<file path="src/rtl/assert_macros.svh">
// Assertion macros used by the top level of the byte pattern scanner.
// No dependencies; define SYNTH to compile the macros away.
`ifndef ASSERT_MACROS_SVH
`define ASSERT_MACROS_SVH
`ifndef SYNTH
`define ASSERT_HOLDS(lbl, clk_s, rst_s, prop) \
    lbl: assert property (@(posedge clk_s) disable iff (!rst_s) (prop)) \
        else $error("assertion failed: %m");
`define ASSERT_IMPLIES(lbl, clk_s, rst_s, ante, cons) \
    lbl: assert property (@(posedge clk_s) disable iff (!rst_s) (ante) |-> (cons)) \
        else $error("implication failed: %m");
`else
`define ASSERT_HOLDS(lbl, clk_s, rst_s, prop)
`define ASSERT_IMPLIES(lbl, clk_s, rst_s, ante, cons)
`endif
`endif

</file>
<file path="src/rtl/wbps_pkg.sv">
// Package of the wildcard byte pattern scanner: constants, register codes and types.
// No dependencies; used by wbps_cell and the top level.
package wbps_pkg;

    localparam int DEPTH_DEFAULT = 128;
    localparam int GROUP_SIZE    = 16;

    localparam logic [7:0] LENGTH_RESET = 8'd1;
    localparam logic [6:0] LIMIT_RESET  = 7'd50;

    localparam logic MODE_LOAD = 1'b0;
    localparam logic MODE_SCAN = 1'b1;

    typedef enum logic [1:0] {
        REG_REGION_BASE    = 2'd0,
        REG_PATTERN_LENGTH = 2'd1,
        REG_MATCH_LIMIT    = 2'd2
    } reg_idx_t;

    typedef struct packed {
        logic       care;
        logic [7:0] value;
    } pat_entry_t;

    typedef struct packed {
        logic win_shift;
        logic ap_shift;
        logic ap_write;
        logic ok_en;
    } cell_ctrl_t;

endpackage

</file>
<file path="src/rtl/wbps_cell.sv">
// One cell of the scanner chain: a window byte, the pattern entry aligned to it,
// and a registered compare result. Depends on wbps_pkg.
module wbps_cell (
    input  logic                   clk,
    input  wbps_pkg::cell_ctrl_t   ctrl,
    input  logic                   sel,
    input  logic                   active,
    input  logic [7:0]             win_in,
    input  wbps_pkg::pat_entry_t   ap_in,
    input  wbps_pkg::pat_entry_t   ap_wr,
    output logic [7:0]             win_out,
    output wbps_pkg::pat_entry_t   ap_out,
    output logic                   ok
);
    import wbps_pkg::*;

    logic [7:0] win_reg;
    pat_entry_t ap_reg;
    logic       ok_reg;

    always_ff @(posedge clk)
    begin
        if (ctrl.win_shift)
        begin
            win_reg <= win_in;
        end
        if (ctrl.ap_shift)
        begin
            ap_reg <= ap_in;
        end
        else if (ctrl.ap_write && sel)
        begin
            ap_reg <= ap_wr;
        end
        // Cells beyond the pattern length and wildcard entries always agree.
        if (ctrl.ok_en)
        begin
            ok_reg <= !(active && ap_reg.care && (win_reg != ap_reg.value));
        end
    end

    assign win_out = win_reg;
    assign ap_out  = ap_reg;
    assign ok      = ok_reg;

endmodule

</file>
<file path="config.mk">
export PLATFORM = sky130hd
export DESIGN_NAME = wbps_cell
export DESIGN_NICKNAME = d
export VERILOG_FILES = /design/src/rtl/assert_macros.svh /design/src/rtl/wbps_pkg.sv /design/src/rtl/wbps_cell.sv
export SDC_FILE = /design/constraint.sdc
export NUM_CORES = 1
export LEC_CHECK = 0
export BUFFER_PORTS_ARGS = -buffer_cell sky130_fd_sc_hd__buf_2
export CORE_ASPECT_RATIO = 0.75
export CORE_MARGIN = 2
export CORE_UTILIZATION = 40
export DETAILED_ROUTE_END_ITERATION = 8
export PLACE_DENSITY = 0.78
export SYNTH_ARGS = -nofsm -noshare
export SYNTH_HDL_FRONTEND = slang
export SYNTH_SLANG_ARGS = --single-unit
</file>
<file path="constraint.sdc">
create_clock -name clk -period 1.4 [get_ports clk]
set_input_delay 0.07 -clock clk [delete_from_list [all_inputs] [get_ports clk]]
set_output_delay 0.07 -clock clk [all_outputs]
set_load 0.02 [all_outputs]
</file>
# Word-level counts from Yosys, hierarchy flattened
# Index checks and enable logic that the tools add are counted.
# Widths: inputs -> output; s select.
# totals
regBits	18
output_inout_bits	18
elab_cells	12
# op_classes
reduce_logical	5
n_eq_ne	1
mux	2
# op_table
cell	n
$mux 9	2
$ne 8x8->1	1
$logic_and 1x1->1	3
$reduce_bool 2->1	1
$logic_not 1->1	1

# Longest topological paths before layout
# Gate-level depths: netlist of the first run.
# logic_depth
word_depth	3
ltp_mapped	3
ltp_nobuf	3

# Worst setup path before layout of the first run
# Ideal clock, no wire load.
# synth_path
kind	reg2reg
from	reg ap_reg (netlist bit ap_out[3])
to	reg ok_reg (netlist: ok) (data pin)
arrival_ps	832
setup_time_ps	269
path_slack_ps	299
n_path_buf	0
stages_incl_launch_ff	4
path_cell_list	edfxtp_1 xnor2_1 nand4_1 o211ai_2
# synth_via
elab_chain_len	3
# synth_rtl
item	line	source
start: declaration	wbps_cell.sv:18	pat_entry_t ap_reg;
start signal: assignment	wbps_cell.sv:29	ap_reg <= ap_in;
start signal: assignment	wbps_cell.sv:33	ap_reg <= ap_wr;
$ne 8x8->1	wbps_cell.sv:38	ok_reg <= !(active && ap_reg.care && (win_reg != ap_reg.value));
$logic_and 1x1->1	wbps_cell.sv:38	
$logic_not 1->1	wbps_cell.sv:38	
end signal: assignment	wbps_cell.sv:38	
end: declaration	wbps_cell.sv:19	logic ok_reg;
# Every way passes these cells.
# A chain may end at the register's enable or synchronous reset.

# Final worst setup path of the first run
# layout_path
from	reg ap_reg (netlist bit ap_out[2])
to	reg ok_reg (netlist: ok) (data pin)
# The elaborated chain is that of the path after synthesis.

==> results of run 1 <==
[kinds of logic (layout without fill, tap and decap cells)]
group	count (synthesis)	after routing	synth area share
flops	18	18	0.684
mux	9	9	0.171
xor+xnor	8	8	0.0886
compound gates	2	2	0.0269
simple gates	2	2	0.0158
buf+inv	1	63	0.0142
[per-layer routing]
| metal | track usage | routed length (microns) |
|---|---|---|
| met1 | 0.196 | 708 |
| met3 | 0.0216 | 100 |
| met5 | 0 | 0 |
| met2 | 0.238 | 889 |
| met4 | 0.102 | 48 |
[final timing paths]
kind / start / endpoint / slack, ps
worst max-delay path: ap_out[2] / ok / 300
worst min-delay path: active / ok / 40
worst max register to register: ap_out[2] / ok / 300
worst min register to register: ap_out[8] / ok / 610
[layout by cell type, fill, tap and decap left out, drive strengths merged]
cell and n:
mux2 9, nand4 2, clkinv 1, buf 50
dlygate4sd3 9, xnor2 8, o211ai 1, a21o 1
clkbuf 3, edfxtp 18
[layout make-up]
| class | instances | area, sq um | share of cell area |
|---|---|---|---|
| clock buffers | 3 | 22.5 | 0.0192 |
| clock inverters | 1 | 3.75 | 0.00320 |
| multi-input cells | 21 | 239 | 0.204 |
| flip-flops and latches | 18 | 541 | 0.461 |
| well taps | 22 | 27.5 | 0.0235 |
| repair buffers | 59 | 340 | 0.290 |
[cells in the mapped netlist]
cell / count / area [sq um]
xnor2_1: 8 / 70.1
nand4_1: 2 / 12.5
a21o_2: 1 / 8.76
edfxtp_1: 18 / 541
buf_6: 1 / 11.3
o211ai_2: 1 / 12.5
mux2_4: 9 / 135
[power by group]
part | total (mW) | switching [mW] | internal, mW
Clock | 0.260 | 0.157 | 0.104
Combinational | 0.281 | 0.139 | 0.142
Sequential | 0.691 | 0.0362 | 0.655
Total | 1.23 | 0.332 | 0.900
[metrics by stage]
stage	power, mW	area, sq um	cells	hold WS [ps]	utilization
6_report	1.23	1170	124	41.9	0.656
5_1_grt	1.29	1170	124	38.5	0.656
4_1_cts	1.23	1170	124	40.7	0.656
3_5_place_dp	0.962	1060	111	248	0.591
3_3_place_gp	0.951	1060	111	247	0.591
2_1_floorplan	0.852	791	40	169	-
==> results.md, run 1 <==
- Status: complete, no violations
- Register area share after synthesis: 0.684
- First-pass GRT wire length: 2.64 mm
- Worst endpoint required time: 1540 ps
- Top delay family on crit path: flip-flops
- Die ar.: 2350 sq um
- CP arrival: 1250 ps
- Ys Warns: 0
- Hold path cells: 2
- Hold WC Path Type: in2reg
- Final setup margin: 298 ps
- Placer Congestion: 0.802
- Largest net degree at the start of global routing: 11
- Post-synth cell types: 7
- Ports: 51
- Slowest CP cell: edfxtp_1
- Pre-CTS setup slack: 381 ps
- Final period util: 0.787
- Clock-pin slew on the worst setup and hold paths: 100 ps
- Gr usage total: 0.152
- IO buf count: 50
- Synth Cell Area: 791 sq um
- Via Count: 581
- CTS tree: done
- Final setup vio count: 0
- # DRC: 0
- FF-to-FF path depth: 3
- Cts bufs inserted: 3
- Core ar.: 1790 sq um
- Worst Clk Skew: 4.91 ps
- Later-pin clock latency in the skew report: 290 ps
- Seq cells post-synth: 18
- Worst slew margin: 0.817
- Die Wd: 55.3 microns
- DR vias/cell: 4.69
- Post-route ant nets: 0
- Max-Cap Viols: 0
- Vias in the first global route: 564
- Syn_area_per_cell: 19.8 sq um
- Stages on the worst setup path: 3
- Antenna Cells: 0
- Post-CTS resize count: 0
- F_max: 908 MHz
- Drt total wl: 1.75 mm
- Slowest stage delay, CP: 430 ps
- Cells along the critical path: xnor2_1 > nand4_1 > o211ai_2
- Routed WL per cell: 14.1 microns
- FILL cells: 155
- Starting Density: 0.442
- Nature of the critical path startpoint: flip-flop
- RSZ-0062 raised after global routing: no
- Crit-path max FO: 2
- CTS H-tree depth: 1
- Layout Nets: 136
- WP buf/inv: 0
- Max reg flops: 9
- Maximum VDD drop: 585 uV
- Clock sink total: 18
- Floorplan row count: 13
- First-pass DRT Iterations: 4
- Iteration-0 DRC Markers: 5
- Die Span Y: 42.5 microns
- Initial antenna violation count: 0
- Maximum buffer depth of the clock tree: 2
- Final min period: 1100 ps
- Max-slew violation count: 0
- Root buffer selected by CTS: clkbuf_4
- Setup TNS: 0 ps
- Post-Syn Instances: 40
- Worst-Margin Slew: 275 ps
- Net count after synthesis: 73
- Worst setup path category: reg2reg
- CP endpoint kind: flip-flop
- Setup bufs post-CTS: 0
- Final hold vios: 0
- Cts hold-fix bufs: 9
- Total gr overflow: 0
- Leakage power: 0.528 nW
- Area growth, synth to finish: 48.4%
- Layout cells sized above 1: 0.627
- Pwr dens: 1050 nW/um^2
No activity file was read; power rests on OpenSTA's default activity.
==> inputs of run 2 (changes only) <==
Settings changed: ABC_AREA from default to 1, CORE_UTILIZATION 40 to 37, PLACE_DENSITY 0.78 to 0.76.
Clock period 1.4 ns to 0.95 ns, I/O delays scaled along.
==> results.md, run 2 <==
- Status: finished with violations
- Violated checks: negative setup slack
- Ys Warns: 0
- # DRC: 0
- Worst slew margin: 0.776
- Net count after synthesis: 120
- Worst setup path category: reg2out
- Synth top cells by count: nand2_1 (51), edfxtp_1 (18), inv_1 (11), xnor2_1 (3), nor2_1 (2)
- Yosys top cell area share: 0.658
- Hold WC Path Type: in2reg
- Later-pin clock latency in the skew report: 280 ps
- Die Span Y: 44.8 microns
- Core ar.: 2050 sq um
- Seq cells post-synth: 18
- Cts bufs inserted: 3
- Final hold vios: 0
- First-pass GRT wire length: 2.75 mm
- Initial antenna violation count: 0
- Placer Congestion: 0.713
- Area growth, synth to finish: 60.3%
- Final setup vio count: 5
- DR vias/cell: 4.31
- Final period util: 1.10
- First-pass DRT Iterations: 2
- Layout cells sized above 1: 0.390
- Routed WL per cell: 10.7 microns
- Gr usage total: 0.145
- Async set or reset register ratio after synthesis: 0
- Post-route ant nets: 0
- Synth Area in Simple Gates: 0.242
- Most frequent cell after synthesis: nand2_1
- Leakage power: 0.691 nW
- Iteration-0 DRC Markers: 12
- Multiplexer share of the synthesized area: 0
- Clock-pin slew on the worst setup and hold paths: 100 ps
- Pre-CTS setup slack: -81.3 ps
- CP endpoint kind: output pin
- Worst endpoint required time: 900 ps
- Post-synth cell types: 7
- Yosys top cell by area: edfxtp_1
- Total gr overflow: 0
- Multi-input gate area: 225 sq um
- Vias in the first global route: 661
- Hold path cells: 3
- FF-to-FF path depth: 5
- Largest family of logic cells by synthesized area: simple AND/OR/NAND/NOR gates
- Reg2reg setup slack: -90 ps
- Nature of the critical path startpoint: flip-flop
- Die Wd: 58.4 microns
- CTS tree: done
- Post-Syn Instances: 87
- Post-synth EDFFs: 18
- Largest net degree at the start of global routing: 10
- Via Count: 767
- Layout Nets: 189
- Worst Clk Skew: 6.11 ps
- Synth Cell Area: 822 sq um
- Register Area: 541 sq um
- Post-Synth XOR/XNOR Area: 0.0320
- Drt total wl: 1.91 mm
- Final min period: 1040 ps
- Synth Area in Adders: 0
- Root buffer selected by CTS: clkbuf_4
- Maximum buffer depth of the clock tree: 2
- Final setup margin: -92.6 ps
- RSZ-0062 raised after global routing: yes
- Syn_area_per_cell: 9.45 sq um
- Ports: 51
- Floorplan row count: 14
- Main area contributors after synthesis: edfxtp_1 (66%), nand2_1 (23%), inv_1 (5.0%), xnor2_1 (3.2%), buf_6 (1.4%)
- Ys flop type: edfxtp_1
- Commonest non-fill, non-tap cell in the layout: nand2_1
- Pwr dens: 1420 nW/um^2
- F_max: 959 MHz
- CP arrival: 1000 ps
- Crit-path max FO: 3
- Commonest non-fill, non-tap cells in the layout: nand2_1 (51), buf_2 (39), edfxtp_1 (18)
- CTS H-tree depth: 1
- Max-Cap Viols: 0
- Worst-Margin Slew: 335 ps
- Post-synthesis compound-gate area fraction: 0
- Maximum VDD drop: 800 uV
- Die ar.: 2620 sq um
- Antenna Cells: 0
- Max reg flops: 9
- FILL cells: 166
- IO buf count: 50
- Clock sink total: 18
- Starting Density: 0.401
- Detailed Place HPWL: 1.46 mm
- Pwr Total: 1.87 mW
- Register area share after synthesis: 0.658
- Max-slew violation count: 0
[run 2: layout make-up]
cell class / count / share of cell area
sequential: 18 / 0.410
timing repair buffer: 65 / 0.345
multi-input combinational: 56 / 0.171
inverter: 12 / 0.0342
tap: 24 / 0.0228
clock buffer: 3 / 0.0171
[run 2: worst paths after layout]
kind	endpoint	from
max	ap_out[5]	ap_out[5]
min	ap_out[5]	ap_wr[5]
max reg2reg	ok	win_out[3]
min reg2reg	ok	ap_out[8]
[run 2: per-stage QoR]
step	std cells	area, sq um	TNS, ps	hold slack [ps]	utilization
after global routing	178	1320	-685	31.8	0.643
after floorplan	87	822	-122	146	-
after CTS	174	1230	-108	28.7	0.601
after global placement	162	1110	-24.7	225	0.540
final	178	1320	-325	30.8	0.643
after detailed placement	162	1110	-81.3	226	0.540
[run 2: what timing repair did]
action | 4_1_cts | 5_1_grt
hold endpoints to repair | 9 | 0
setup endpoints to repair | 3 | 16
pin swaps | 1 | 2
hold buffers | 9 | 0
resized for setup | 4 | 18
buffers inserted | 0 | 4
[run 2: logic make-up after synthesis]
kind of cell | after synthesis
XOR/XNOR | 3
buffers and inverters | 13
flip-flops | 18
AND/OR/NAND/NOR | 53
[run 2: critical path, stage by stage, from the launching register on]
cell	delay [ps]
edfxtp_1	440
buf_4	160
buf_6	120
[run 2: where the power goes]
group | total [mW] | switching [mW] | internal, mW
clock network | 0.351 | 0.204 | 0.147
logic | 0.495 | 0.244 | 0.251
registers | 1.03 | 0.0621 | 0.966
[run 2: metal layers]
metal,share of wire,track usage,routed length [microns],vias to the layer above
li1,-,-,-,400
met1,0.43,0.173,818,329
met2,0.49,0.263,943,36
met3,0.069,0.0258,132,2
met4,0.0089,0.0558,17,0
met5,0,0,0,-
==> inputs of run 3 (changes only) <==
--- a/config.mk
+++ b/config.mk
@@ -8,8 +8,9 @@
 export ABC_AREA = 1
-export BUFFER_PORTS_ARGS = -buffer_cell sky130_fd_sc_hd__buf_2
 export CORE_ASPECT_RATIO = 0.75
 export CORE_MARGIN = 2
-export CORE_UTILIZATION = 37
+export CORE_UTILIZATION = 40
 export DETAILED_ROUTE_END_ITERATION = 8
-export PLACE_DENSITY = 0.76
+export DONT_BUFFER_PORTS = 1
+export PLACE_DENSITY = 0.58
+export REMOVE_ABC_BUFFERS = 1
 export SYNTH_ARGS = -nofsm -noshare
==> constraint.sdc (replaced) <==
create_clock -name clk -period 0.95 [get_ports clk]
set_input_delay 0.095 -clock clk [delete_from_list [all_inputs] [get_ports clk]]
set_output_delay 0.095 -clock clk [all_outputs]
set_load 0.02 [all_outputs]
==> results.md, run 3 (synthesis results as in run 2) <==
- Status: finished with violations
- Violated checks: negative setup slack
- Worst setup path category: reg2out
- Worst endpoint required time: 850 ps
- Max reg flops: 9
- Vias in the first global route: 737
- # DRC: 0
- Crit-path max FO: 3
- Hold WC Path Type: in2reg
- Layout cells sized above 1: 0.193
- FF-to-FF path depth: 6
- Final setup vio count: 17
- Worst r2r src: ap_out[5]
- Total gr overflow: 0
- Ports: 51
- Area growth, synth to finish: 62.3%
- First-pass DRT Iterations: 4
- GR Util met1: 0.202
- Reg2reg end: ok
- Multi-input gate area: 225 sq um
- Initial antenna violation count: 0
- Final setup margin: -131 ps
- CTS tree: done
- Register Area: 541 sq um
- Maximum buffer depth of the clock tree: 2
- Most common cell on crit path: buf_6
- Worst Clk Skew: 1.12 ps
- Die Wd: 56.3 microns
- Drt total wl: 2.01 mm
- Starting Density: 0.415
- First-pass GRT wire length: 3.21 mm
- Final min period: 1080 ps
- FILL cells: 161
- Antenna Cells: 0
- Die ar.: 2440 sq um
- Layout Nets: 169
- Pre-CTS setup slack: -71.1 ps
- Worst-Margin Slew: 415 ps
- DR vias/cell: 4.57
- Cells along the critical path: buf_6 > buf_6
- Worst slew margin: 0.722
- Worst Setup EP: ap_out[5]
- Maximum VDD drop: 1020 uV
- Clock-pin slew on the worst setup and hold paths: 100 ps
- Cts bufs inserted: 3
- Final hold vios: 0
- CTS H-tree depth: 1
- RSZ-0062 raised after global routing: yes
- CP endpoint kind: output pin
- Leakage power: 0.632 nW
- Nature of the critical path startpoint: flip-flop
- Routed WL per cell: 12.6 microns
- Root buffer selected by CTS: clkbuf_4
- Slowest stage delay, CP: 440 ps
- Placer Congestion: 0.680
- Met2 Use GR: 0.339
- Commonest non-fill, non-tap cells in the layout: nand2_1 (51), dlygate4sd3_1 (23), buf_6 (19)
- Commonest non-fill, non-tap cell in the layout: nand2_1
- Later-pin clock latency in the skew report: 280 ps
- IO buf count: 0
- Final period util: 1.14
- Die Span Y: 43.3 microns
- Pwr dens: 1440 nW/um^2
- Gr usage total: 0.178
- Core ar.: 1980 sq um
- CP arrival: 990 ps
- Largest net degree at the start of global routing: 11
- Worst Setup SP: ap_out[5]
- Post-route ant nets: 0
- Reg2reg setup slack: -90 ps
- Busiest layer in global routing: met2
- Floorplan row count: 14
- Via Count: 727
- Iteration-0 DRC Markers: 13
- Pwr Total: 1.92 mW
- Max-slew violation count: 0
- Slowest CP cell: edfxtp_1
- Max-Cap Viols: 0
- F_max: 925 MHz
- Clock sink total: 18
- Met3 Resource Use GR: 0.0488
- Detailed Place HPWL: 1.32 mm
==> run 3: final cells by class <==
cell class,instances,area share
clock buffer,3,0.0169
clock inverter,1,0.00281
inverter,12,0.0338
multi-input combinational,56,0.169
sequential,18,0.405
tap,24,0.0225
timing repair buffer,45,0.350
==> run 3: repair_timing <==
item | CTS | global route
resized for setup | 17 | 2
setup endpoints to repair | 18 | 18
hold endpoints to repair | 25 | 0
pin swaps | 4 | 1
setup buffers | 1 | 0
hold buffers | 23 | 0
==> run 3: worst max-delay path: cells and delay by family (launching register included) <==
kind,cells,cell delay (ps)
buf+inv,2,260
flops,1,440
==> run 3: per-stage QoR <==
step | cell area (sq um) | hold slack, ps | TNS, ps | util | instances
6_report | 1330 | 3.61 | -922 | 0.674 | 159
5_1_grt | 1330 | 3.39 | -1680 | 0.674 | 159
4_1_cts | 1330 | 0.430 | -1030 | 0.670 | 159
3_5_place_dp | 998 | 194 | -71.1 | 0.504 | 131
3_3_place_gp | 998 | 194 | -34.5 | 0.504 | 131
2_1_floorplan | 811 | 194 | -122 | - | 86
==> run 3: routing by layer <==
layer / up-vias / part of all wire / wire, microns
met5: - / 0 / 0
met4: 0 / 0.0070 / 14
met3: 2 / 0.043 / 87
met2: 34 / 0.57 / 1150
met1: 326 / 0.38 / 760
li1: 365 / - / -
==> run 3: worst min-delay path by stage <==
stage,start,to,slack (ps),depth (start not counted)
after global placement,win_in[0],win_out[0],190,0
after detailed placement,win_in[6],win_out[6],190,0
after CTS,ap_wr[5],ap_out[5],0.4,2
after global routing,ap_in[3],ap_out[3],3,2
after floorplan,win_in[0],win_out[0],190,0
final,ap_in[1],ap_out[1],4,2
==> run 3: where the power goes <==
part	total (mW)	internal [mW]	leakage, nW	switching [mW]
registers	1.04	0.966	0.178	0.0712
logic	0.504	0.274	0.439	0.230
clock network	0.374	0.152	0.0154	0.221
